==> config.mk <==
export PLATFORM = sky130hd
export DESIGN_NAME = pascal_subset_token_scanner_unit
export DESIGN_NICKNAME = d
export VERILOG_FILES = /design/src/sv/pstsc_pkg.sv /design/src/sv/pstsc_front.sv /design/src/sv/pstsc_back.sv /design/src/sv/pascal_subset_token_scanner_unit.sv
export SDC_FILE = /design/constraint.sdc
export NUM_CORES = 1
export LEC_CHECK = 0
export ABC_AREA = 1
export BUFFER_PORTS_ARGS = -buffer_cell sky130_fd_sc_hd__buf_2
export CAP_MARGIN = 20
export CORE_UTILIZATION = 40
export CTS_CLUSTER_SIZE = 28
export DETAILED_ROUTE_END_ITERATION = 6
export PLACE_DENSITY = 0.54
export SYNTH_ARGS = -nofsm -noshare
export SYNTH_HDL_FRONTEND = slang
export SYNTH_SLANG_ARGS = --single-unit
==> constraint.sdc <==
create_clock -name clk_i -period 18.25 [get_ports clk_i]
set_input_delay 2.7375 -clock clk_i [delete_from_list [all_inputs] [get_ports clk_i]]
set_output_delay 2.7375 -clock clk_i [all_outputs]
set_load 0.1 [all_outputs]
==> src/sv/pstsc_pkg.sv <==
// ----------------------------------------------------------------------------
// pstsc_pkg: shared types and constants of the token scanner
// Token codes, scan modes, keyword table and the token group carried from the
// scanner front to the result queue.
// ----------------------------------------------------------------------------
`default_nettype none

package pstsc_pkg;

  localparam int unsigned TOKEN_W = 6;
  localparam int unsigned LINE_OUT_W = 16;
  localparam int unsigned START_W = 32;
  localparam int unsigned LEN_W = 16;
  localparam int unsigned NRES = 3;
  localparam int unsigned NRES_W = 2;
  localparam int unsigned KW_N = 15;
  localparam int unsigned KW_BUF = 7;
  localparam int unsigned QUEUE_DEPTH = 2;
  localparam int unsigned QPTR_W = 1;
  localparam int unsigned QCNT_W = 2;

  // Token codes (keywords are their table index)
  localparam logic [TOKEN_W-1:0] TOK_IDENT   = 6'd15;
  localparam logic [TOKEN_W-1:0] TOK_ICONST  = 6'd16;
  localparam logic [TOKEN_W-1:0] TOK_RCONST  = 6'd17;
  localparam logic [TOKEN_W-1:0] TOK_SCONST  = 6'd18;
  localparam logic [TOKEN_W-1:0] TOK_PLUS    = 6'd19;
  localparam logic [TOKEN_W-1:0] TOK_MINUS   = 6'd20;
  localparam logic [TOKEN_W-1:0] TOK_MULT    = 6'd21;
  localparam logic [TOKEN_W-1:0] TOK_DIV     = 6'd22;
  localparam logic [TOKEN_W-1:0] TOK_ASSOP   = 6'd23;
  localparam logic [TOKEN_W-1:0] TOK_EQUAL   = 6'd24;
  localparam logic [TOKEN_W-1:0] TOK_GTHAN   = 6'd25;
  localparam logic [TOKEN_W-1:0] TOK_LTHAN   = 6'd26;
  localparam logic [TOKEN_W-1:0] TOK_COMMA   = 6'd27;
  localparam logic [TOKEN_W-1:0] TOK_LPAREN  = 6'd28;
  localparam logic [TOKEN_W-1:0] TOK_RPAREN  = 6'd29;
  localparam logic [TOKEN_W-1:0] TOK_COLON   = 6'd30;
  localparam logic [TOKEN_W-1:0] TOK_SEMICOL = 6'd31;
  localparam logic [TOKEN_W-1:0] TOK_ERR     = 6'd32;
  localparam logic [TOKEN_W-1:0] TOK_DONE    = 6'd33;

  typedef enum logic [5:0] {
    M_START   = 6'b000001,
    M_ID      = 6'b000010,
    M_STR     = 6'b000100,
    M_INT     = 6'b001000,
    M_REAL    = 6'b010000,
    M_COMMENT = 6'b100000
  } mode_e;

  // Keywords, left aligned, zero padded
  localparam logic [55:0] KW_TEXT [KW_N] = '{
    "PROGRAM", "WRITELN", "INTEGER", {"END", 32'd0}, {"REAL", 24'd0},
    {"STRING", 8'd0}, {"FOR", 32'd0}, {"VAR", 32'd0}, {"ELSE", 24'd0},
    {"IF", 40'd0}, {"BEGIN", 16'd0}, {"THEN", 24'd0}, {"DO", 40'd0},
    {"TO", 40'd0}, {"DOWNTO", 8'd0}
  };
  localparam logic [2:0] KW_LEN [KW_N] = '{
    3'd7, 3'd7, 3'd7, 3'd3, 3'd4, 3'd6, 3'd3, 3'd3, 3'd4, 3'd2, 3'd5, 3'd4,
    3'd2, 3'd2, 3'd6
  };

  typedef struct packed {
    logic [TOKEN_W-1:0]    token;
    logic [LINE_OUT_W-1:0] line;
    logic [START_W-1:0]    lexeme_start;
    logic [LEN_W-1:0]      lexeme_length;
    logic                  unclosed_comment;
  } tok_t;

  // Tokens caused by one input character
  typedef struct packed {
    logic [NRES_W-1:0]       n;
    tok_t [NRES-1:0]         toks;
  } bundle_t;

  // Match an upper-cased identifier against the keyword table
  function automatic logic [TOKEN_W-1:0] kw_lookup(input logic [KW_BUF-1:0][7:0] kb,
                                                   input logic [LEN_W-1:0] cnt);
    logic [TOKEN_W-1:0] tok;
    logic               hit;
    tok = TOK_IDENT;
    for (int k = KW_N - 1; k >= 0; k--) begin
      hit = (cnt == LEN_W'(KW_LEN[k]));
      for (int i = 0; i < KW_BUF; i++) begin
        if (i < int'(KW_LEN[k]) && kb[i] != KW_TEXT[k][55-8*i -: 8]) begin
          hit = 1'b0;
        end
      end
      if (hit) begin
        tok = TOKEN_W'(k);
      end
    end
    return tok;
  endfunction

endpackage

`default_nettype wire

==> src/sv/pstsc_front.sv <==
// ----------------------------------------------------------------------------
// pstsc_front: character scanner
// Holds one character for lookahead, tracks scan mode, line and position, and
// turns each accepted character into a group of up to three tokens.
// ----------------------------------------------------------------------------
`default_nettype none

module pstsc_front
  import pstsc_pkg::*;
#(
  parameter int unsigned LINE_WIDTH = 16,
  parameter int unsigned POSITION_WIDTH = 32
) (
  input  wire logic                  clk_i,
  input  wire logic                  rst_ni,
  input  wire logic                  accept_i,
  input  wire logic                  kind_i,
  input  wire logic [7:0]            ch_i,
  input  wire logic                  cfg_we_i,
  input  wire logic [LINE_OUT_W-1:0] cfg_wdata_i,
  output bundle_t                    bundle_o,
  output logic                       bundle_valid_o
);

  function automatic logic is_alpha(input logic [7:0] c);
    return (c >= "A" && c <= "Z") || (c >= "a" && c <= "z");
  endfunction

  function automatic logic is_digit(input logic [7:0] c);
    return c >= "0" && c <= "9";
  endfunction

  function automatic logic is_space(input logic [7:0] c);
    return c == " " || (c >= 8'd9 && c <= 8'd13);
  endfunction

  function automatic logic [7:0] upcase(input logic [7:0] c);
    return (c >= "a" && c <= "z") ? 8'(c - 8'd32) : c;
  endfunction

  function automatic logic [LEN_W-1:0] sat_inc(input logic [LEN_W-1:0] v);
    return (v == '1) ? v : LEN_W'(v + 1'b1);
  endfunction

  function automatic logic [TOKEN_W-1:0] sym_token(input logic [7:0] c);
    logic [TOKEN_W-1:0] t;
    unique case (c)
      "+":     t = TOK_PLUS;
      "-":     t = TOK_MINUS;
      "*":     t = TOK_MULT;
      "/":     t = TOK_DIV;
      "=":     t = TOK_EQUAL;
      ">":     t = TOK_GTHAN;
      "<":     t = TOK_LTHAN;
      ",":     t = TOK_COMMA;
      ")":     t = TOK_RPAREN;
      ";":     t = TOK_SEMICOL;
      default: t = TOK_ERR;
    endcase
    return t;
  endfunction

  // Append one token to the group, dropping any beyond the group size
  function automatic bundle_t put(input bundle_t b, input logic [TOKEN_W-1:0] tok,
                                  input logic [LINE_OUT_W-1:0] ln,
                                  input logic [START_W-1:0] st,
                                  input logic [LEN_W-1:0] len, input logic uc);
    bundle_t r;
    r = b;
    if (r.n < NRES_W'(NRES)) begin
      r.toks[r.n].token = tok;
      r.toks[r.n].line = ln;
      r.toks[r.n].lexeme_start = st;
      r.toks[r.n].lexeme_length = len;
      r.toks[r.n].unclosed_comment = uc;
      r.n = NRES_W'(r.n + 1'b1);
    end
    return r;
  endfunction

  mode_e                        mode_q, mode_d;
  logic                         dec_q, dec_d;
  logic [7:0]                   held_q, held_d;
  logic                         hvalid_q, hvalid_d;
  logic [LINE_WIDTH-1:0]        line_q, line_d;
  logic [LINE_OUT_W-1:0]        start_line_q;
  logic [POSITION_WIDTH-1:0]    pos_q, pos_d;
  logic [POSITION_WIDTH-1:0]    tbeg_q, tbeg_d;
  logic [LEN_W-1:0]             tcnt_q, tcnt_d;
  logic [KW_BUF-1:0][7:0]       kb_q, kb_d;

  logic [POSITION_WIDTH-1:0]    hpos;
  logic                         hp;
  logic [7:0]                   pk;
  logic [7:0]                   h;
  logic                         cons;
  logic                         do_start;
  logic                         do_real;
  logic                         uc;
  bundle_t                      b;

  // Scan the held character against its lookahead and build the token group
  always_comb begin
    hpos = POSITION_WIDTH'(pos_q - 1'b1);
    hp = !kind_i;
    pk = kind_i ? 8'd0 : ch_i;
    h = held_q;
    mode_d = mode_q;
    dec_d = dec_q;
    line_d = line_q;
    tbeg_d = tbeg_q;
    tcnt_d = tcnt_q;
    kb_d = kb_q;
    b = '0;
    cons = 1'b0;
    do_start = 1'b0;
    do_real = 1'b0;
    uc = 1'b0;

    if (hvalid_q) begin
      unique case (mode_d)
        M_ID: begin
          if (is_alpha(h) || is_digit(h) || h == "_") begin
            if (tcnt_d < LEN_W'(KW_BUF)) begin
              kb_d[tcnt_d[2:0]] = upcase(h);
            end
            tcnt_d = sat_inc(tcnt_d);
          end else begin
            b = put(b, kw_lookup(kb_d, tcnt_d), LINE_OUT_W'(line_d), START_W'(tbeg_d),
                    tcnt_d, 1'b0);
            mode_d = M_START;
            dec_d = 1'b0;
            do_start = 1'b1;
          end
        end
        M_STR: begin
          if (h == "\n") begin
            b = put(b, TOK_ERR, LINE_OUT_W'(line_d), START_W'(tbeg_d), tcnt_d, 1'b0);
            mode_d = M_START;
            dec_d = 1'b0;
          end else if (h == "'") begin
            b = put(b, TOK_SCONST, LINE_OUT_W'(line_d),
                    START_W'(POSITION_WIDTH'(tbeg_d + 1'b1)), LEN_W'(tcnt_d - 1'b1), 1'b0);
            mode_d = M_START;
          end else begin
            tcnt_d = sat_inc(tcnt_d);
          end
        end
        M_INT: begin
          if (is_digit(h)) begin
            tcnt_d = sat_inc(tcnt_d);
          end else if (h == ".") begin
            mode_d = M_REAL;
            dec_d = 1'b0;
            do_real = 1'b1;
          end else begin
            b = put(b, TOK_ICONST, LINE_OUT_W'(line_d), START_W'(tbeg_d), tcnt_d, 1'b0);
            mode_d = M_START;
            dec_d = 1'b0;
            do_start = 1'b1;
          end
        end
        M_REAL: begin
          do_real = 1'b1;
        end
        M_COMMENT: begin
          if (h == "\n") begin
            line_d = LINE_WIDTH'(line_d + 1'b1);
          end else if (h == "*" && hp && pk == ")") begin
            mode_d = M_START;
            cons = 1'b1;
          end
        end
        default: begin
          mode_d = M_START;
          do_start = 1'b1;
        end
      endcase

      // Real constant: decimal point and fraction digits
      if (do_real) begin
        if (h == "." && !dec_d) begin
          tcnt_d = sat_inc(tcnt_d);
          if (hp && is_digit(pk)) begin
            dec_d = 1'b1;
          end else begin
            b = put(b, TOK_ERR, LINE_OUT_W'(line_d), START_W'(tbeg_d), tcnt_d, 1'b0);
            mode_d = M_START;
            dec_d = 1'b0;
          end
        end else if (is_digit(h) && dec_d) begin
          tcnt_d = sat_inc(tcnt_d);
        end else if (h == ".") begin
          tcnt_d = sat_inc(tcnt_d);
          b = put(b, TOK_ERR, LINE_OUT_W'(line_d), START_W'(tbeg_d), tcnt_d, 1'b0);
          mode_d = M_START;
          dec_d = 1'b0;
        end else begin
          b = put(b, TOK_RCONST, LINE_OUT_W'(line_d), START_W'(tbeg_d), tcnt_d, 1'b0);
          mode_d = M_START;
          dec_d = 1'b0;
          do_start = 1'b1;
        end
      end

      // Start a new token on this character
      if (do_start) begin
        if (h == "\n") begin
          line_d = LINE_WIDTH'(line_d + 1'b1);
        end
        if (!is_space(h)) begin
          tbeg_d = hpos;
          tcnt_d = LEN_W'(1);
          dec_d = 1'b0;
          if (is_alpha(h) || h == "_") begin
            kb_d[0] = upcase(h);
            mode_d = M_ID;
          end else if (h == "'") begin
            mode_d = M_STR;
          end else if (is_digit(h)) begin
            mode_d = M_INT;
          end else if (h == "(") begin
            if (hp && pk == "*") begin
              mode_d = M_COMMENT;
              cons = 1'b1;
            end else begin
              b = put(b, TOK_LPAREN, LINE_OUT_W'(line_d), START_W'(tbeg_d), tcnt_d, 1'b0);
            end
          end else if (h == ":") begin
            if (hp && pk == "=") begin
              tcnt_d = LEN_W'(2);
              b = put(b, TOK_ASSOP, LINE_OUT_W'(line_d), START_W'(tbeg_d), tcnt_d, 1'b0);
              cons = 1'b1;
            end else begin
              b = put(b, TOK_COLON, LINE_OUT_W'(line_d), START_W'(tbeg_d), tcnt_d, 1'b0);
            end
          end else if (h == ".") begin
            if (hp && is_digit(pk)) begin
              mode_d = M_REAL;
              dec_d = 1'b1;
            end else begin
              tcnt_d = hp ? LEN_W'(2) : LEN_W'(1);
              b = put(b, TOK_ERR, LINE_OUT_W'(line_d), START_W'(tbeg_d), tcnt_d, 1'b0);
            end
          end else begin
            b = put(b, sym_token(h), LINE_OUT_W'(line_d), START_W'(tbeg_d), tcnt_d, 1'b0);
          end
        end
      end
    end

    if (kind_i) begin
      // End of input: flush the pending token, then report done
      unique case (mode_d)
        M_ID: b = put(b, kw_lookup(kb_d, tcnt_d), LINE_OUT_W'(line_d), START_W'(tbeg_d),
                      tcnt_d, 1'b0);
        M_STR: b = put(b, TOK_ERR, LINE_OUT_W'(line_d), START_W'(tbeg_d), tcnt_d, 1'b0);
        M_INT: b = put(b, TOK_ICONST, LINE_OUT_W'(line_d), START_W'(tbeg_d), tcnt_d, 1'b0);
        M_REAL: b = put(b, TOK_RCONST, LINE_OUT_W'(line_d), START_W'(tbeg_d), tcnt_d, 1'b0);
        M_COMMENT: uc = 1'b1;
        default: uc = 1'b0;
      endcase
      b = put(b, TOK_DONE, LINE_OUT_W'(line_d), '0, '0, uc);
      mode_d = M_START;
      dec_d = 1'b0;
      held_d = 8'd0;
      hvalid_d = 1'b0;
      line_d = LINE_WIDTH'(start_line_q);
      pos_d = '0;
      tbeg_d = '0;
      tcnt_d = '0;
    end else begin
      held_d = cons ? 8'd0 : ch_i;
      hvalid_d = !cons;
      pos_d = POSITION_WIDTH'(pos_q + 1'b1);
    end
  end

  assign bundle_o = b;
  assign bundle_valid_o = (b.n != '0);

  // Advance scan state on each accepted transaction; load line on config write
  always_ff @(posedge clk_i or negedge rst_ni) begin
    if (!rst_ni) begin
      mode_q <= M_START;
      dec_q <= 1'b0;
      held_q <= 8'd0;
      hvalid_q <= 1'b0;
      line_q <= LINE_WIDTH'(1);
      start_line_q <= LINE_OUT_W'(1);
      pos_q <= '0;
      tbeg_q <= '0;
      tcnt_q <= '0;
    end else if (cfg_we_i) begin
      start_line_q <= cfg_wdata_i;
      line_q <= LINE_WIDTH'(cfg_wdata_i);
    end else if (accept_i) begin
      mode_q <= mode_d;
      dec_q <= dec_d;
      held_q <= held_d;
      hvalid_q <= hvalid_d;
      line_q <= line_d;
      pos_q <= pos_d;
      tbeg_q <= tbeg_d;
      tcnt_q <= tcnt_d;
    end
  end

  // Keyword buffer holds identifier bytes only
  always_ff @(posedge clk_i) begin
    if (accept_i) begin
      kb_q <= kb_d;
    end
  end

endmodule

`default_nettype wire

==> src/sv/pstsc_back.sv <==
// ----------------------------------------------------------------------------
// pstsc_back: token group queue and result serializer
// Queues token groups from the scanner and hands them out one token per
// transaction, marking the last token of each group.
// ----------------------------------------------------------------------------
`default_nettype none

module pstsc_back
  import pstsc_pkg::*;
(
  input  wire logic clk_i,
  input  wire logic rst_ni,
  input  wire logic wr_en_i,
  input  bundle_t   wr_data_i,
  output logic      full_o,
  output logic      empty_o,
  input  wire logic pop_i,
  output tok_t      tok_o,
  output logic      last_o
);

  bundle_t             mem_q [QUEUE_DEPTH];
  logic [QPTR_W-1:0]   rd_q, wr_q;
  logic [QCNT_W-1:0]   cnt_q;
  logic [NRES_W-1:0]   sel_q, sel_d;
  logic                push_en;
  logic                pop_en;
  logic                pop_group;

  assign full_o = (cnt_q == QCNT_W'(QUEUE_DEPTH));
  assign empty_o = (cnt_q == '0);
  assign push_en = wr_en_i && !full_o;
  assign pop_en = pop_i && !empty_o;

  assign tok_o = mem_q[rd_q].toks[sel_q];
  assign last_o = (sel_q == NRES_W'(mem_q[rd_q].n - 1'b1));
  assign pop_group = pop_en && last_o;

  // Step through the tokens of the oldest group
  always_comb begin
    sel_d = sel_q;
    if (pop_en) begin
      sel_d = last_o ? '0 : NRES_W'(sel_q + 1'b1);
    end
  end

  // Advance pointers and fill count
  always_ff @(posedge clk_i or negedge rst_ni) begin
    if (!rst_ni) begin
      rd_q <= '0;
      wr_q <= '0;
      cnt_q <= '0;
      sel_q <= '0;
    end else begin
      sel_q <= sel_d;
      if (push_en) begin
        wr_q <= QPTR_W'(wr_q + 1'b1);
      end
      if (pop_group) begin
        rd_q <= QPTR_W'(rd_q + 1'b1);
      end
      cnt_q <= QCNT_W'(cnt_q + QCNT_W'(push_en) - QCNT_W'(pop_group));
    end
  end

  // Store incoming groups
  always_ff @(posedge clk_i) begin
    if (push_en) begin
      mem_q[wr_q] <= wr_data_i;
    end
  end

endmodule

`default_nettype wire

==> src/sv/pascal_subset_token_scanner_unit.sv <==
// ----------------------------------------------------------------------------
// pascal_subset_token_scanner_unit: token scanner for a small Pascal subset
// Scans source bytes into keyword, identifier, constant and symbol tokens.
// ----------------------------------------------------------------------------
// The scanner takes one source character per cycle while full_o is low and
// turns it into a group of zero to three tokens in the same cycle; groups wait
// in a two-entry queue and leave through the result port at one token per
// cycle while pop_i is high. A character's k tokens need k pops, and input
// stalls (full_o) only when the queue has two groups waiting. Each character
// is held back one transaction as lookahead, so a token appears when the
// character after it arrives; end of input flushes any pending token and
// then gives DONE. start_line may be written only while the block is idle.
`default_nettype none

module pascal_subset_token_scanner_unit
  import pstsc_pkg::*;
#(
  parameter int unsigned LINE_WIDTH = 16,
  parameter int unsigned POSITION_WIDTH = 32
) (
  input  wire logic                  clk_i,
  input  wire logic                  rst_ni,
  input  wire logic                  push_i,
  output logic                       full_o,
  input  wire logic                  kind_i,
  input  wire logic [7:0]            ch_i,
  input  wire logic                  cfg_we_i,
  input  wire logic [LINE_OUT_W-1:0] cfg_wdata_i,
  output logic                       empty_o,
  input  wire logic                  pop_i,
  output logic [TOKEN_W-1:0]         token_o,
  output logic [LINE_OUT_W-1:0]      line_o,
  output logic [START_W-1:0]         lexeme_start_o,
  output logic [LEN_W-1:0]           lexeme_length_o,
  output logic                       unclosed_comment_o,
  output logic                       last_o
);

  logic    accept;
  bundle_t bundle;
  logic    bundle_valid;
  tok_t    tok;

  assign accept = push_i && !full_o;

  pstsc_front #(
    .LINE_WIDTH(LINE_WIDTH),
    .POSITION_WIDTH(POSITION_WIDTH)
  ) u_front (
    .clk_i(clk_i),
    .rst_ni(rst_ni),
    .accept_i(accept),
    .kind_i(kind_i),
    .ch_i(ch_i),
    .cfg_we_i(cfg_we_i),
    .cfg_wdata_i(cfg_wdata_i),
    .bundle_o(bundle),
    .bundle_valid_o(bundle_valid)
  );

  pstsc_back u_back (
    .clk_i(clk_i),
    .rst_ni(rst_ni),
    .wr_en_i(accept && bundle_valid),
    .wr_data_i(bundle),
    .full_o(full_o),
    .empty_o(empty_o),
    .pop_i(pop_i),
    .tok_o(tok),
    .last_o(last_o)
  );

  assign token_o = tok.token;
  assign line_o = tok.line;
  assign lexeme_start_o = tok.lexeme_start;
  assign lexeme_length_o = tok.lexeme_length;
  assign unclosed_comment_o = tok.unclosed_comment;

`ifndef SYNTH
  // DONE closes the group of its transaction
  a_done_last: assert property (@(posedge clk_i) disable iff (!rst_ni)
    (!empty_o && token_o == TOK_DONE) |-> last_o)
    else $error("DONE token not marked last");

  // DONE carries an empty lexeme
  a_done_empty: assert property (@(posedge clk_i) disable iff (!rst_ni)
    (!empty_o && token_o == TOK_DONE) |-> (lexeme_start_o == '0 && lexeme_length_o == '0))
    else $error("DONE token with nonempty lexeme");

  // Unclosed comment flag appears only on DONE
  a_uc_done: assert property (@(posedge clk_i) disable iff (!rst_ni)
    (!empty_o && unclosed_comment_o) |-> token_o == TOK_DONE)
    else $error("unclosed comment flag on non-DONE token");
`endif

endmodule

`default_nettype wire

==> qor.csv <==
metric,value,unit
status,"finished, final reports clean",
CP bufs+invs,8,
Total GRT Usage,30.96,%
Worst Hold Class,flop to flop,
"slowest stage delay, CP",0.94,ns
#FFs+latches synth,620,
H-tree lvl count,3,
Critical-path top delay cell,buf_4,
cell area after synthesis,38370,µm²
Core ar.,95010,µm²
vias in the first global route,33446,
"FFs w/ async S/R, synth",21.61,%
# hold bufs at CTS,0,
"Data required, critical path",18.51,ns
postcts setup bufs,0,
pin count of the biggest net entering global routing,171,
Worst-Skew Late Latency,0.66,ns
r2r setup slk,9.93,ns
post-synthesis sequential area ratio,46.78,%
count of cell types in the netlist,75,
hold_ws,0.4671,ns
"worst slack, placed",9.103,ns
Nets,4877,
worst relative slew slack,13.08,%
HPWL Detailed,108.3,mm
DR DRC count,0,
Pwr Density,197.7,nW/µm²
setup TNS,0,ns
sw power,0.004682,W
Mapped Cells,4856,
Clock Skew,0.03856,ns
Clk network pwr share,18.2,%
mean post-synth cell area,7.902,µm²
GR Overflow Total,0,
"EDFF count, synth",486,
Critical Path Start Type,input pin,
Via density,5.922,
CP Class,input pin to flop,
Die Wd,311.7,µm
maximum vdd drop,0.0001697,V
actual slew at the worst max-slew pin,1.290,ns
WL final,154.3,mm
"Warnings, synthesis",0,
final core occ,44.54,%
Die H,311.7,µm
via count,36463,
DRT Pass-1 Iters,6,
CTS Sinks,620,
Filler Cell Count,9623,
fin. max-slew vios,0,
unrepaired setup endpoints after global routing,no,
Hold Fails Final Rpt,0,
Row Count,113,
Pleak,16.49,nW
Num CTS Buffers,76,
Reg power frac,26.0,%
Final WS setup,9.630,ns
ys flop type,edfxtp_1,
I/O Pins,104,
first-pass GRT wire length,225.4,mm
clock root buffer,clkbuf_16,
Tmin final,8.620,ns
DIE AREA,97180,µm²
largest delay contributor family on the critical path,buffers and inverters,
Worst EP arrival,8.88,ns
WL/cell,25.06,µm
CTS tree,yes,
worst-path fanout max,75,
combinational power share,55.8,%
Initial DRC Count,4848,
ratio of final minimum period to clock period,47.23,%
Switching Fraction,55.95,%
Int Power,0.003686,W
share of layout cells above drive strength 1,9.160,%
initial antenna violation count,3,
P&R area growth vs syn,10.27,%
initial core utilization,40.39,%
# Max-Cap Violations,0,
Setup crit end kind,flop,
Overall Power,0.008368,W
clock slew at reported path FFs,0.06,ns
Final setup viols,0,
I/O Buffers,103,
CTS Buffer Depth,3,
crit-path cells,buf_4 > inv_2 > nand2_1 > nor2_1 > nor2_1 > a22o_1 > nand2_1 > ha_1 > inv_1 > a21oi_4 > inv_1 > o21ai_0 > nand2_1 > inv_1 > nor2_8 > inv_4 > o21ai_0 > nor2_4 > buf_4 > buf_4,
antenna-violating nets left,0,
gp weighted congestion,0.9524,
post-cts resize count,0,
Fmax,116.0,MHz
[cell usage in the layout, fill, tap and decap left out, drive strengths merged, types with 44 or more instances in the layout]
master,count
nand2,876
o21ai,715
dfrtp,131
nand4,90
clkbuf,110
a21oi,138
nor2,637
o211ai,72
edfxtp,486
nor4,44
inv,573
xor2,69
o22ai,192
buf,156
nand3,222
nor3,123
[synthesized netlist by cell type (11+ instances only)]
master,n,area [µm²]
o2111ai_1,16,140.1
o32ai_1,26,227.7
nor4_1,44,275.3
clkbuf_1,197,739.5
edfxtp_1,486,14590
a21oi_1,131,655.6
nor3_1,112,560.5
inv_1,529,1986
nand4_1,89,556.8
o22ai_1,191,1195
nand2_1,840,3153
o31ai_1,17,127.6
nor2_1,600,2252
dfrtp_1,131,3278
a22oi_1,11,82.58
nand2_2,30,187.7
o21ai_1,43,215.2
o21ai_0,668,3343
ha_1,17,212.7
buf_2,45,225.2
inv_2,38,142.6
a31oi_1,19,118.9
nor2_2,33,206.5
o221ai_1,14,122.6
o211ai_1,72,540.5
xor2_1,69,604.3
nand3_1,216,1081
[flip-flops by register name, indices dropped and copies added (netlist names)]
name,cells
u_back.wr_q,1
u_front.dec_q,1
u_back.sel_q,2
u_front.hvalid_q,1
u_back.mem_q,430
u_front.line_q,16
u_front.tbeg_q,32
u_front.pos_q,32
u_front.start_line_q,16
u_front.tcnt_q,16
u_back.cnt_q,2
u_front.mode_q,6
u_back.rd_q,1
u_front.kb_q,56
u_front.h,8
[worst register-to-register path: stages (launching register included)]
cell,delay [ns]
dfrtp_1,0.73
nand3_1,0.25
nor2_1,0.22
nand2_1,0.47
inv_2,0.59
a21oi_1,0.14
buf_4,0.22
inv_2,0.41
nand3_1,0.19
nand2_2,0.44
nand2_2,0.17
nor2_1,0.44
a32o_1,0.32
nand2_2,0.09
inv_2,0.13
nor2_8,0.06
inv_4,0.12
o21ai_0,0.27
nor2_4,0.87
buf_4,0.75
buf_4,0.97
[cell type report]
type | instances | area [µm²] | share of cell area [%]
Antenna cell | 1 | 2.502 | 0.005913
Clock buffer | 107 | 2091 | 4.941
Clock inverter | 32 | 374.1 | 0.8841
Inverter | 578 | 2187 | 5.168
Multi-Input combinational cell | 3395 | 17170 | 40.57
Sequential cell | 620 | 17960 | 42.44
Tap cell | 1265 | 1583 | 3.740
Timing Repair Buffer | 159 | 953.4 | 2.253
[power by group through the flow]
stage	registers, W	logic [W]	clock network [W]
final	0.00217	0.00467	0.00152
after global routing	0.00221	0.00493	0.00159
after CTS	0.00217	0.00456	0.00154
after global placement	0.00219	0.00455	0
after detailed placement	0.00220	0.00455	0
after floorplan	0.00215	0.00318	0
[metal layers]
layer	wire length, µm	track usage (%)	up-vias
li1	-	-	16786
met1	70820	47.19	17669
met2	62900	43.11	1777
met3	16440	7.208	225
met4	4072	8.824	6
met5	46	0	-
[metrics by stage]
| step | area (µm²) | std cells |
|---|---|---|
| 2_1_floorplan | 38390 | 4859 |
| 3_3_place_gp | 39790 | 6009 |
| 3_5_place_dp | 39820 | 6013 |
| 4_1_cts | 42290 | 6152 |
| 5_1_grt | 42310 | 6156 |
| 6_report | 42320 | 6157 |
[path summary, 6_finish.rpt]
kind	from	to	depth (start not counted)
min in group asynchronous	rst_ni	u_front.tbeg_q[30]$_DFFE_PN0P_	1
worst max-delay path	kind_i	u_back.mem_q[1][182]$_DFFE_PP_	20
worst max register to register	u_front.h[2]$_DFFE_PN0P_	u_back.mem_q[1][182]$_DFFE_PP_	20
worst min-delay path	u_front.start_line_q[6]$_DFFE_PN0P_	u_front.start_line_q[6]$_DFFE_PN0P_	2
worst min register to register	u_front.start_line_q[6]$_DFFE_PN0P_	u_front.start_line_q[6]$_DFFE_PN0P_	2
max in group asynchronous	rst_ni	u_front.hvalid_q$_DFFE_PN0P_	3
[cells by family (layout without fill, tap and decap cells)]
family,count (synthesis),in the layout,synth area share (%)
fa+ha+maj,17,17,0.5543
xor+xnor,72,72,1.643
buf+inv,844,876,8.663
mux,3,3,0.07826
flops,620,620,46.78
simple gates,2026,2026,23.04
other cells,1,5,0.009772
compound gates,1273,1273,19.23
Note: power is estimated with default switching activity, not from simulation.
